[src/rtl/fir_filter_circular_top_macros.svh]
// Assertion macros for the circular-delay-line FIR filter.
`ifndef FIR_FILTER_CIRCULAR_TOP_MACROS_SVH
`define FIR_FILTER_CIRCULAR_TOP_MACROS_SVH

`ifndef SYNTH

`define FIRC_ASSERT_ALWAYS(label, clk, rst_n, expr) \
	label: assert property (@(posedge clk) disable iff (!rst_n) (expr)) \
		else $error("firc: invariant violated");

`define FIRC_ASSERT_IMPLIES(label, clk, rst_n, ante, cons) \
	label: assert property (@(posedge clk) disable iff (!rst_n) (ante) |-> (cons)) \
		else $error("firc: implication violated");

`define FIRC_ASSERT_NEXT(label, clk, rst_n, ante, cons) \
	label: assert property (@(posedge clk) disable iff (!rst_n) (ante) |=> (cons)) \
		else $error("firc: next-cycle check violated");

`else

`define FIRC_ASSERT_ALWAYS(label, clk, rst_n, expr)
`define FIRC_ASSERT_IMPLIES(label, clk, rst_n, ante, cons)
`define FIRC_ASSERT_NEXT(label, clk, rst_n, ante, cons)

`endif

`endif

[src/rtl/firc_pkg.sv]
// Types and constants shared by the FIR filter modules.
`timescale 1ns / 1ps
`default_nettype none

package firc_pkg;

	localparam int SAMPLE_BITS = 16;
	localparam int FRAC_BITS   = SAMPLE_BITS - 1;
	localparam int PROD_BITS   = 2 * SAMPLE_BITS;
	localparam int ACC_BITS    = 38;
	localparam int COEF_W      = 6;
	localparam int TAPS_W      = 7;
	localparam int ADDR_W_MAX  = 10;

	typedef enum logic [1:0] {
		OP_FILTER = 2'd0,
		OP_LOAD   = 2'd1,
		OP_CLEAR  = 2'd2
	} op_t;

	typedef enum logic [1:0] {
		ST_CLEAR,
		ST_IDLE,
		ST_MAC,
		ST_DRAIN
	} state_t;

	typedef struct packed {
		op_t                     op;
		logic [COEF_W-1:0]       coef_index;
		logic signed [SAMPLE_BITS-1:0] value;
		logic                    block_end;
	} req_t;

	typedef struct packed {
		logic signed [SAMPLE_BITS-1:0] filtered;
		logic                    saturated;
		logic                    block_end_out;
	} rsp_t;

	typedef struct packed {
		logic                    s_we;
		logic [ADDR_W_MAX-1:0]   s_waddr;
		logic signed [SAMPLE_BITS-1:0] s_wdata;
		logic                    w_we;
		logic [ADDR_W_MAX-1:0]   w_waddr;
		logic signed [SAMPLE_BITS-1:0] w_wdata;
		logic                    rd_en;
		logic [ADDR_W_MAX-1:0]   s_raddr;
		logic [ADDR_W_MAX-1:0]   w_raddr;
	} mem_req_t;

	typedef struct packed {
		logic start;
		logic issue;
		logic finish;
		logic block_end;
	} mac_ctl_t;

	typedef struct packed {
		logic busy;
		logic slot_free;
	} mac_sts_t;

endpackage

`default_nettype wire

[src/rtl/firc_store.sv]
// Sample and weight memories with registered read ports.
`timescale 1ns / 1ps
`default_nettype none

module firc_store
	import firc_pkg::*;
#(
	parameter int MAX_TAPS = 64
) (
	input  wire logic                          clk,
	input  wire mem_req_t                      mem,
	output logic signed [SAMPLE_BITS-1:0]      s_rdata,
	output logic signed [SAMPLE_BITS-1:0]      w_rdata
);

	localparam int AW = $clog2(MAX_TAPS);

	logic signed [SAMPLE_BITS-1:0] smem [MAX_TAPS];
	logic signed [SAMPLE_BITS-1:0] wmem [MAX_TAPS];
	logic signed [SAMPLE_BITS-1:0] s_rd_q;
	logic signed [SAMPLE_BITS-1:0] w_rd_q;

	always_ff @(posedge clk) begin
		if (mem.s_we) begin
			smem[mem.s_waddr[AW-1:0]] <= mem.s_wdata;
		end
		if (mem.rd_en) begin
			s_rd_q <= smem[mem.s_raddr[AW-1:0]];
		end
	end

	always_ff @(posedge clk) begin
		if (mem.w_we) begin
			wmem[mem.w_waddr[AW-1:0]] <= mem.w_wdata;
		end
		if (mem.rd_en) begin
			w_rd_q <= wmem[mem.w_raddr[AW-1:0]];
		end
	end

	assign s_rdata = s_rd_q;
	assign w_rdata = w_rd_q;

endmodule

`default_nettype wire

[src/rtl/firc_mac.sv]
// Multiply-accumulate pipeline, rounding, saturation and output register.
`timescale 1ns / 1ps
`default_nettype none

module firc_mac
	import firc_pkg::*;
(
	input  wire logic                          clk,
	input  wire logic                          arst_n,
	input  wire mac_ctl_t                      ctl,
	input  wire logic signed [SAMPLE_BITS-1:0] s_rdata,
	input  wire logic signed [SAMPLE_BITS-1:0] w_rdata,
	output mac_sts_t                           sts,
	output logic                               rsp_valid,
	input  wire logic                          rsp_ready,
	output rsp_t                               rsp
);

	localparam int QW = ACC_BITS + 1 - FRAC_BITS;

	logic                          vld_s1;
	logic                          vld_s2;
	logic signed [PROD_BITS-1:0]   prod_s2;
	logic signed [ACC_BITS-1:0]    acc_q;
	logic                          rsp_valid_q;
	rsp_t                          rsp_q;
	logic signed [ACC_BITS:0]      rnd;
	logic [QW-1:0]                 quot;
	logic                          over;
	logic                          under;
	rsp_t                          rsp_d;

	always_ff @(posedge clk or negedge arst_n) begin
		if (!arst_n) begin
			vld_s1      <= 1'b0;
			vld_s2      <= 1'b0;
			rsp_valid_q <= 1'b0;
		end else begin
			vld_s1 <= ctl.issue;
			vld_s2 <= vld_s1;
			if (ctl.finish) begin
				rsp_valid_q <= 1'b1;
			end else if (rsp_ready) begin
				rsp_valid_q <= 1'b0;
			end
		end
	end

	always_ff @(posedge clk) begin
		if (vld_s1) begin
			prod_s2 <= s_rdata * w_rdata;
		end
		if (ctl.start) begin
			acc_q <= '0;
		end else if (vld_s2) begin
			acc_q <= acc_q + {{(ACC_BITS-PROD_BITS){prod_s2[PROD_BITS-1]}}, prod_s2};
		end
		if (ctl.finish) begin
			rsp_q <= rsp_d;
		end
	end

	always_comb begin
		rnd   = {acc_q[ACC_BITS-1], acc_q} + (ACC_BITS+1)'(1 << (FRAC_BITS - 1));
		quot  = rnd[ACC_BITS:FRAC_BITS];
		over  = !quot[QW-1] && (|quot[QW-2:SAMPLE_BITS-1]);
		under = quot[QW-1] && !(&quot[QW-2:SAMPLE_BITS-1]);
		rsp_d.saturated     = over || under;
		rsp_d.block_end_out = ctl.block_end;
		if (over) begin
			rsp_d.filtered = {1'b0, {(SAMPLE_BITS-1){1'b1}}};
		end else if (under) begin
			rsp_d.filtered = {1'b1, {(SAMPLE_BITS-1){1'b0}}};
		end else begin
			rsp_d.filtered = quot[SAMPLE_BITS-1:0];
		end
	end

	assign sts.busy      = vld_s1 || vld_s2;
	assign sts.slot_free = !rsp_valid_q || rsp_ready;
	assign rsp_valid     = rsp_valid_q;
	assign rsp           = rsp_q;

endmodule

`default_nettype wire

[src/rtl/firc_ctrl.sv]
// Sequencer: clear sweep, coefficient loads, tap walk and write position.
`timescale 1ns / 1ps
`default_nettype none

module firc_ctrl
	import firc_pkg::*;
#(
	parameter int MAX_TAPS = 64
) (
	input  wire logic              clk,
	input  wire logic              arst_n,
	input  wire logic [TAPS_W-1:0] taps,
	input  wire logic              req_valid,
	output logic                   req_ready,
	input  wire req_t              req,
	output mem_req_t               mem,
	output mac_ctl_t               mac_ctl,
	input  wire mac_sts_t          mac_sts
);

	localparam int AW = $clog2(MAX_TAPS);
	localparam int TW = AW + 1;
	localparam int CW = (TW > TAPS_W) ? TW : TAPS_W;

	state_t         state_q;
	state_t         state_d;
	logic [AW-1:0]  clr_q;
	logic [AW-1:0]  pos_q;
	logic [AW-1:0]  t_q;
	logic [AW-1:0]  idx_q;
	logic           be_q;
	logic [CW-1:0]  tap_ext;
	logic [TW-1:0]  taps_eff;
	logic [AW-1:0]  taps_m1;
	logic [TW-1:0]  pos_inc;
	logic [AW-1:0]  pos_next;
	logic           accept;
	logic           coef_ok;
	logic           clr_last;
	logic           walk_last;

	always_comb begin
		tap_ext = CW'(taps);
		if (tap_ext == '0) begin
			taps_eff = TW'(1);
		end else if (tap_ext > CW'(MAX_TAPS)) begin
			taps_eff = TW'(MAX_TAPS);
		end else begin
			taps_eff = TW'(tap_ext);
		end
		taps_m1   = AW'(taps_eff - TW'(1));
		pos_inc   = TW'(pos_q) + TW'(1);
		pos_next  = (pos_inc >= taps_eff) ? '0 : AW'(pos_inc);
		accept    = (state_q == ST_IDLE) && req_valid;
		coef_ok   = 32'(req.coef_index) < 32'(MAX_TAPS);
		clr_last  = (clr_q == AW'(MAX_TAPS - 1));
		walk_last = (t_q == taps_m1);
	end

	always_comb begin
		state_d = state_q;
		case (state_q)
			ST_CLEAR: begin
				if (clr_last) state_d = ST_IDLE;
			end
			ST_IDLE: begin
				if (accept && req.op == OP_FILTER) state_d = ST_MAC;
				else if (accept && req.op == OP_CLEAR) state_d = ST_CLEAR;
			end
			ST_MAC: begin
				if (walk_last) state_d = ST_DRAIN;
			end
			ST_DRAIN: begin
				if (!mac_sts.busy && mac_sts.slot_free) state_d = ST_IDLE;
			end
			default: state_d = ST_CLEAR;
		endcase
	end

	always_comb begin
		req_ready         = 1'b0;
		mem               = '0;
		mem.s_wdata       = req.value;
		mem.w_wdata       = req.value;
		mem.w_waddr       = ADDR_W_MAX'(req.coef_index);
		mem.s_raddr       = ADDR_W_MAX'(idx_q);
		mem.w_raddr       = ADDR_W_MAX'(t_q);
		mac_ctl           = '0;
		mac_ctl.block_end = be_q;
		case (state_q)
			ST_CLEAR: begin
				mem.s_we    = 1'b1;
				mem.s_waddr = ADDR_W_MAX'(clr_q);
				mem.s_wdata = '0;
			end
			ST_IDLE: begin
				req_ready = 1'b1;
				if (accept && req.op == OP_FILTER) begin
					mem.s_we      = 1'b1;
					mem.s_waddr   = ADDR_W_MAX'(pos_q);
					mac_ctl.start = 1'b1;
				end
				if (accept && req.op == OP_LOAD && coef_ok) begin
					mem.w_we = 1'b1;
				end
			end
			ST_MAC: begin
				mem.rd_en     = 1'b1;
				mac_ctl.issue = 1'b1;
			end
			ST_DRAIN: begin
				mac_ctl.finish = !mac_sts.busy && mac_sts.slot_free;
			end
			default: begin
				req_ready = 1'b0;
			end
		endcase
	end

	always_ff @(posedge clk or negedge arst_n) begin
		if (!arst_n) begin
			state_q <= ST_CLEAR;
			clr_q   <= '0;
			pos_q   <= '0;
		end else begin
			state_q <= state_d;
			if (state_q == ST_CLEAR) begin
				clr_q <= clr_q + AW'(1);
			end
			if (accept && req.op == OP_CLEAR) begin
				clr_q <= '0;
				pos_q <= '0;
			end
			if (accept && req.op == OP_FILTER) begin
				pos_q <= pos_next;
			end
		end
	end

	always_ff @(posedge clk) begin
		if (accept && req.op == OP_FILTER) begin
			t_q   <= '0;
			idx_q <= pos_q;
			be_q  <= req.block_end;
		end else if (state_q == ST_MAC) begin
			t_q   <= t_q + AW'(1);
			idx_q <= (idx_q == '0) ? taps_m1 : idx_q - AW'(1);
		end
	end

endmodule

`default_nettype wire

[src/rtl/fir_filter_circular_top.sv]
// Top level of the circular-delay-line FIR filter.
//
//   channel  signals                         role
//   req      req_valid req_ready req         operation in: filter, load, clear
//   rsp      rsp_valid rsp_ready rsp         filtered sample out
//   cfg      cfg_valid cfg_ready cfg_data    taps_in_use write
//
// A filter transaction makes one MAC issue per tap from the sample and weight
// memory read ports; each issue passes the product and accumulator registers,
// then a result load. A coefficient load is written as it is accepted; ops
// with no meaning are dropped. After reset and after each clear, a sweep zeroes
// every delay-line entry while req_ready is low; cfg writes are always taken.
// A full output register stalls only the end of a filter transaction.
`timescale 1ns / 1ps
`default_nettype none
`include "fir_filter_circular_top_macros.svh"

module fir_filter_circular_top
	import firc_pkg::*;
#(
	parameter int MAX_TAPS = 64
) (
	input  wire logic              clk,
	input  wire logic              arst_n,
	input  wire logic              req_valid,
	output logic                   req_ready,
	input  wire req_t              req,
	output logic                   rsp_valid,
	input  wire logic              rsp_ready,
	output rsp_t                   rsp,
	input  wire logic              cfg_valid,
	output logic                   cfg_ready,
	input  wire logic [TAPS_W-1:0] cfg_data
);

	logic [TAPS_W-1:0]             taps_q;
	mem_req_t                      mem;
	mac_ctl_t                      mac_ctl;
	mac_sts_t                      mac_sts;
	logic signed [SAMPLE_BITS-1:0] s_rdata;
	logic signed [SAMPLE_BITS-1:0] w_rdata;

	assign cfg_ready = 1'b1;

	always_ff @(posedge clk or negedge arst_n) begin
		if (!arst_n) begin
			taps_q <= TAPS_W'(1);
		end else if (cfg_valid) begin
			taps_q <= cfg_data;
		end
	end

	firc_ctrl #(
		.MAX_TAPS (MAX_TAPS)
	) u_ctrl (
		.clk       (clk),
		.arst_n    (arst_n),
		.taps      (taps_q),
		.req_valid (req_valid),
		.req_ready (req_ready),
		.req       (req),
		.mem       (mem),
		.mac_ctl   (mac_ctl),
		.mac_sts   (mac_sts)
	);

	firc_store #(
		.MAX_TAPS (MAX_TAPS)
	) u_store (
		.clk     (clk),
		.mem     (mem),
		.s_rdata (s_rdata),
		.w_rdata (w_rdata)
	);

	firc_mac u_mac (
		.clk       (clk),
		.arst_n    (arst_n),
		.ctl       (mac_ctl),
		.s_rdata   (s_rdata),
		.w_rdata   (w_rdata),
		.sts       (mac_sts),
		.rsp_valid (rsp_valid),
		.rsp_ready (rsp_ready),
		.rsp       (rsp)
	);

	`FIRC_ASSERT_IMPLIES(a_no_accept_in_walk, clk, arst_n, mac_ctl.issue, !req_ready)
	`FIRC_ASSERT_IMPLIES(a_finish_drained, clk, arst_n, mac_ctl.finish, !mac_sts.busy && mac_sts.slot_free)
	`FIRC_ASSERT_NEXT(a_finish_shows, clk, arst_n, mac_ctl.finish, rsp_valid)
	`FIRC_ASSERT_ALWAYS(a_one_sample_write, clk, arst_n, !(mem.s_we && mem.rd_en))

endmodule

`default_nettype wire
[config.mk]
export PLATFORM = sky130hd
export DESIGN_NAME = fir_filter_circular_top
export DESIGN_NICKNAME = d
export VERILOG_FILES = /design/src/rtl/firc_pkg.sv /design/src/rtl/firc_store.sv /design/src/rtl/firc_mac.sv /design/src/rtl/firc_ctrl.sv /design/src/rtl/fir_filter_circular_top.sv
export VERILOG_INCLUDE_DIRS = /design/src /design/src/rtl
export SDC_FILE = /design/constraint.sdc
export NUM_CORES = 2
export LEC_CHECK = 0
export ABC_AREA = 1
export BUFFER_PORTS_ARGS = -buffer_cell sky130_fd_sc_hd__buf_2
export CAP_MARGIN = 20
export CORE_ASPECT_RATIO = 0.8
export CORE_MARGIN = 1.5
export CORE_UTILIZATION = 30
export DETAILED_ROUTE_END_ITERATION = 6
export SETUP_SLACK_MARGIN = 0.1
export SYNTH_ARGS = -nofsm -noshare
export SYNTH_HDL_FRONTEND = slang
export SYNTH_HIERARCHICAL = 1
export SYNTH_SLANG_ARGS = --single-unit
[constraint.sdc]
create_clock -name clk -period 5.8 [get_ports clk]
set_input_delay 0.29 -clock clk [delete_from_list [all_inputs] [get_ports clk]]
set_output_delay 0.29 -clock clk [all_outputs]
set_load 0.02 [all_outputs]
==> out/metrics.yaml <==
rsz0062_at_grt: "true"
coreArea_um2: 346000
cts_made_buffers: 235
drt_iter0_markers: 7934
cts_tree: "yes"
cpMaxStageDelayCell: "fa_2"
synth.avg_cell_area_um2: 10.7
dieHeight_um: 530
worstPathArrival_ns: 6.24
finalNetCount: 10300
final_common_cell: "nand2_1"
period_share_pct: 98.4
vias: 70700
cts_root_buf: "clkbuf_16"
drc: 1
final_cell_mix: "3282 x nand2_1, 2137 x edfxtp_1, 1831 x nand3_1"
period_needed_ns: 5.71
tightest_slew_ns: 1.11
final_cell_area_um2: 118000
fmax_ghz: 0.175
grt_first_pass_wirelength_um: 428000
final_cell_count_no_fill: 14700
holdWs_ns: 0.0610
vias_per_cell: 4.82
drive_gt1_share_pct: 9.46
track_usage_pct: 16.0
dp_hpwl_um: 173000
slew_viol_final: 0
postPlaceCellArea_um2: 110000
critical_path_buf_inv_count: 6
hold_viol_final: 0
maxCapViolations: 0
fillers: 34100
clkSinkCount: 2205
dr.pass1.iters: 7
slew_headroom_pct: 25.9
grt-ovfl-total: 0
area_growth_syn_to_layout_pct: 13.8
setup_tns_ns: 0
clock_latency_ns: 0.93
die_w_um: 662
skew_ns: 0.151
cts_buffer_depth: 4
core.rowCount: 193
cpMostUsedCell: "fa_1"
path_cells: "buf_4, nand2_2, fa_1, inv_1, fa_2, buf_6, fa_2, fa_1, inv_2, fa_1, inv_2, fa_1, ha_4, buf_6, a21oi_2, nand3_2, a31oi_4, nand2_1, nand2_1, nand2_1"
initial_core_util_pct: 30.1
antenna_found_initial: 22
synth_nets: 10200
ir_drop_v: 0.00113
setup_viol: 0
ant_nets: 0
yosysWarnings: 6
synthCells: 9748
cp-end-kind: "flop"
crit_family: "adder cells"
crit_type: "reg2reg"
leakage_uw: 0.0460
start_kind: "flop"
netlist_area_um2: 104000
grt_max_degree: 250
violations: "design-rule violations"
required_ns: 6.33
pre_cts_ws_ns: -0.00313
power.density_nw_per_um2: 500
clkTransAtPathRegs_ns: 0.07
dp.cells: 14200
htree_levels: 4
min_path_type: "in2reg"
critPathMaxFanout: 7
io_buffers: 56
status: "finished, violations left"
wl_per_cell_um: 19.7
setup_slack_ns: 0.0943
io_pins: 58
critPathMaxStageDelay_ns: 0.63
wl_um: 290000
routabilityCongestion: 0.907
dieArea_um2: 351000
grt_pass1_vias: 66000
[state kept, by name (all words and copies together) (netlist names), 7 cells and up]
name             flops
taps_q               7
u_mac/acc_q         38
u_mac/prod_s2       32
u_mac/rsp           18
u_store/s_rdata     16
u_store/smem      1024
u_store/w_rdata     16
u_store/wmem      1024
[routing by layer]
metal / share of wire (%) / track usage (%)
met1: 45 / 23.5
met2: 43 / 23.9
met3: 8.4 / 2.51
met4: 3.5 / 5.54
met5: 0 / 0
[what timing repair did]
| item | CTS | global route |
|---|---|---|
| endpoints found under the hold margin | 173 | 0 |
| resized for setup | 25 | 131 |
| hold buffers | 33 | 0 |
| setup endpoints to repair | 17 | 20 |
| pin swaps | 9 | 66 |
| setup buffers | 17 | 22 |
[report_power, final]
part           leakage, uW  switching [uW]  total, uW  internal, uW
Clock              0.00377            6340      15100          8800
Combinational       0.0222           15400      24600          9220
Sequential          0.0200             261      19500         19200
[through the flow]
| stage | util, % | total power (uW) |
|---|---|---|
| after floorplan | - | 33300 |
| after global placement | 31.7 | 40000 |
| after detailed placement | 31.7 | 40000 |
| after CTS | 34.1 | 55800 |
| after global routing | 34.3 | 62400 |
| final | 34.3 | 59200 |
[worst min-delay path, stage by stage]
cell,delay (ns)
buf_2,0.18
nand2_1,0.12
nor2_1,0.10
o21ai_0,0.15
[layout make-up]
| type | instances | area (um2) | share of cell area (%) |
|---|---|---|---|
| antenna | 8 | 20.0 | 0.0169 |
| inverter | 688 | 2640 | 2.22 |
| clock buffer | 275 | 6110 | 5.16 |
| tap | 4582 | 5730 | 4.84 |
| multi-input combinational | 6306 | 33200 | 28.0 |
| sequential | 2205 | 65700 | 55.4 |
| timing repair buffer | 442 | 3580 | 3.02 |
| clock inverter | 155 | 1570 | 1.33 |
[path summary, 6_finish.rpt]
path	start	endpoint	slack (ns)	depth (start not counted)
worst max-delay path	u_store/s_rdata[15]	u_mac/prod_s2[30]	0.09	20
worst min-delay path	req_valid	u_ctrl/pos_q[1]	0.06	4
worst max register to register	u_store/s_rdata[15]	u_mac/prod_s2[30]	0.09	20
worst min register to register	u_ctrl/be_q	u_mac/rsp[0]	0.42	0
max in group asynchronous	arst_n	u_mac/rsp_valid	3.94	4
min in group asynchronous	arst_n	taps_q[4]	0.54	3
No activity file was read; power rests on OpenSTA's default activity.
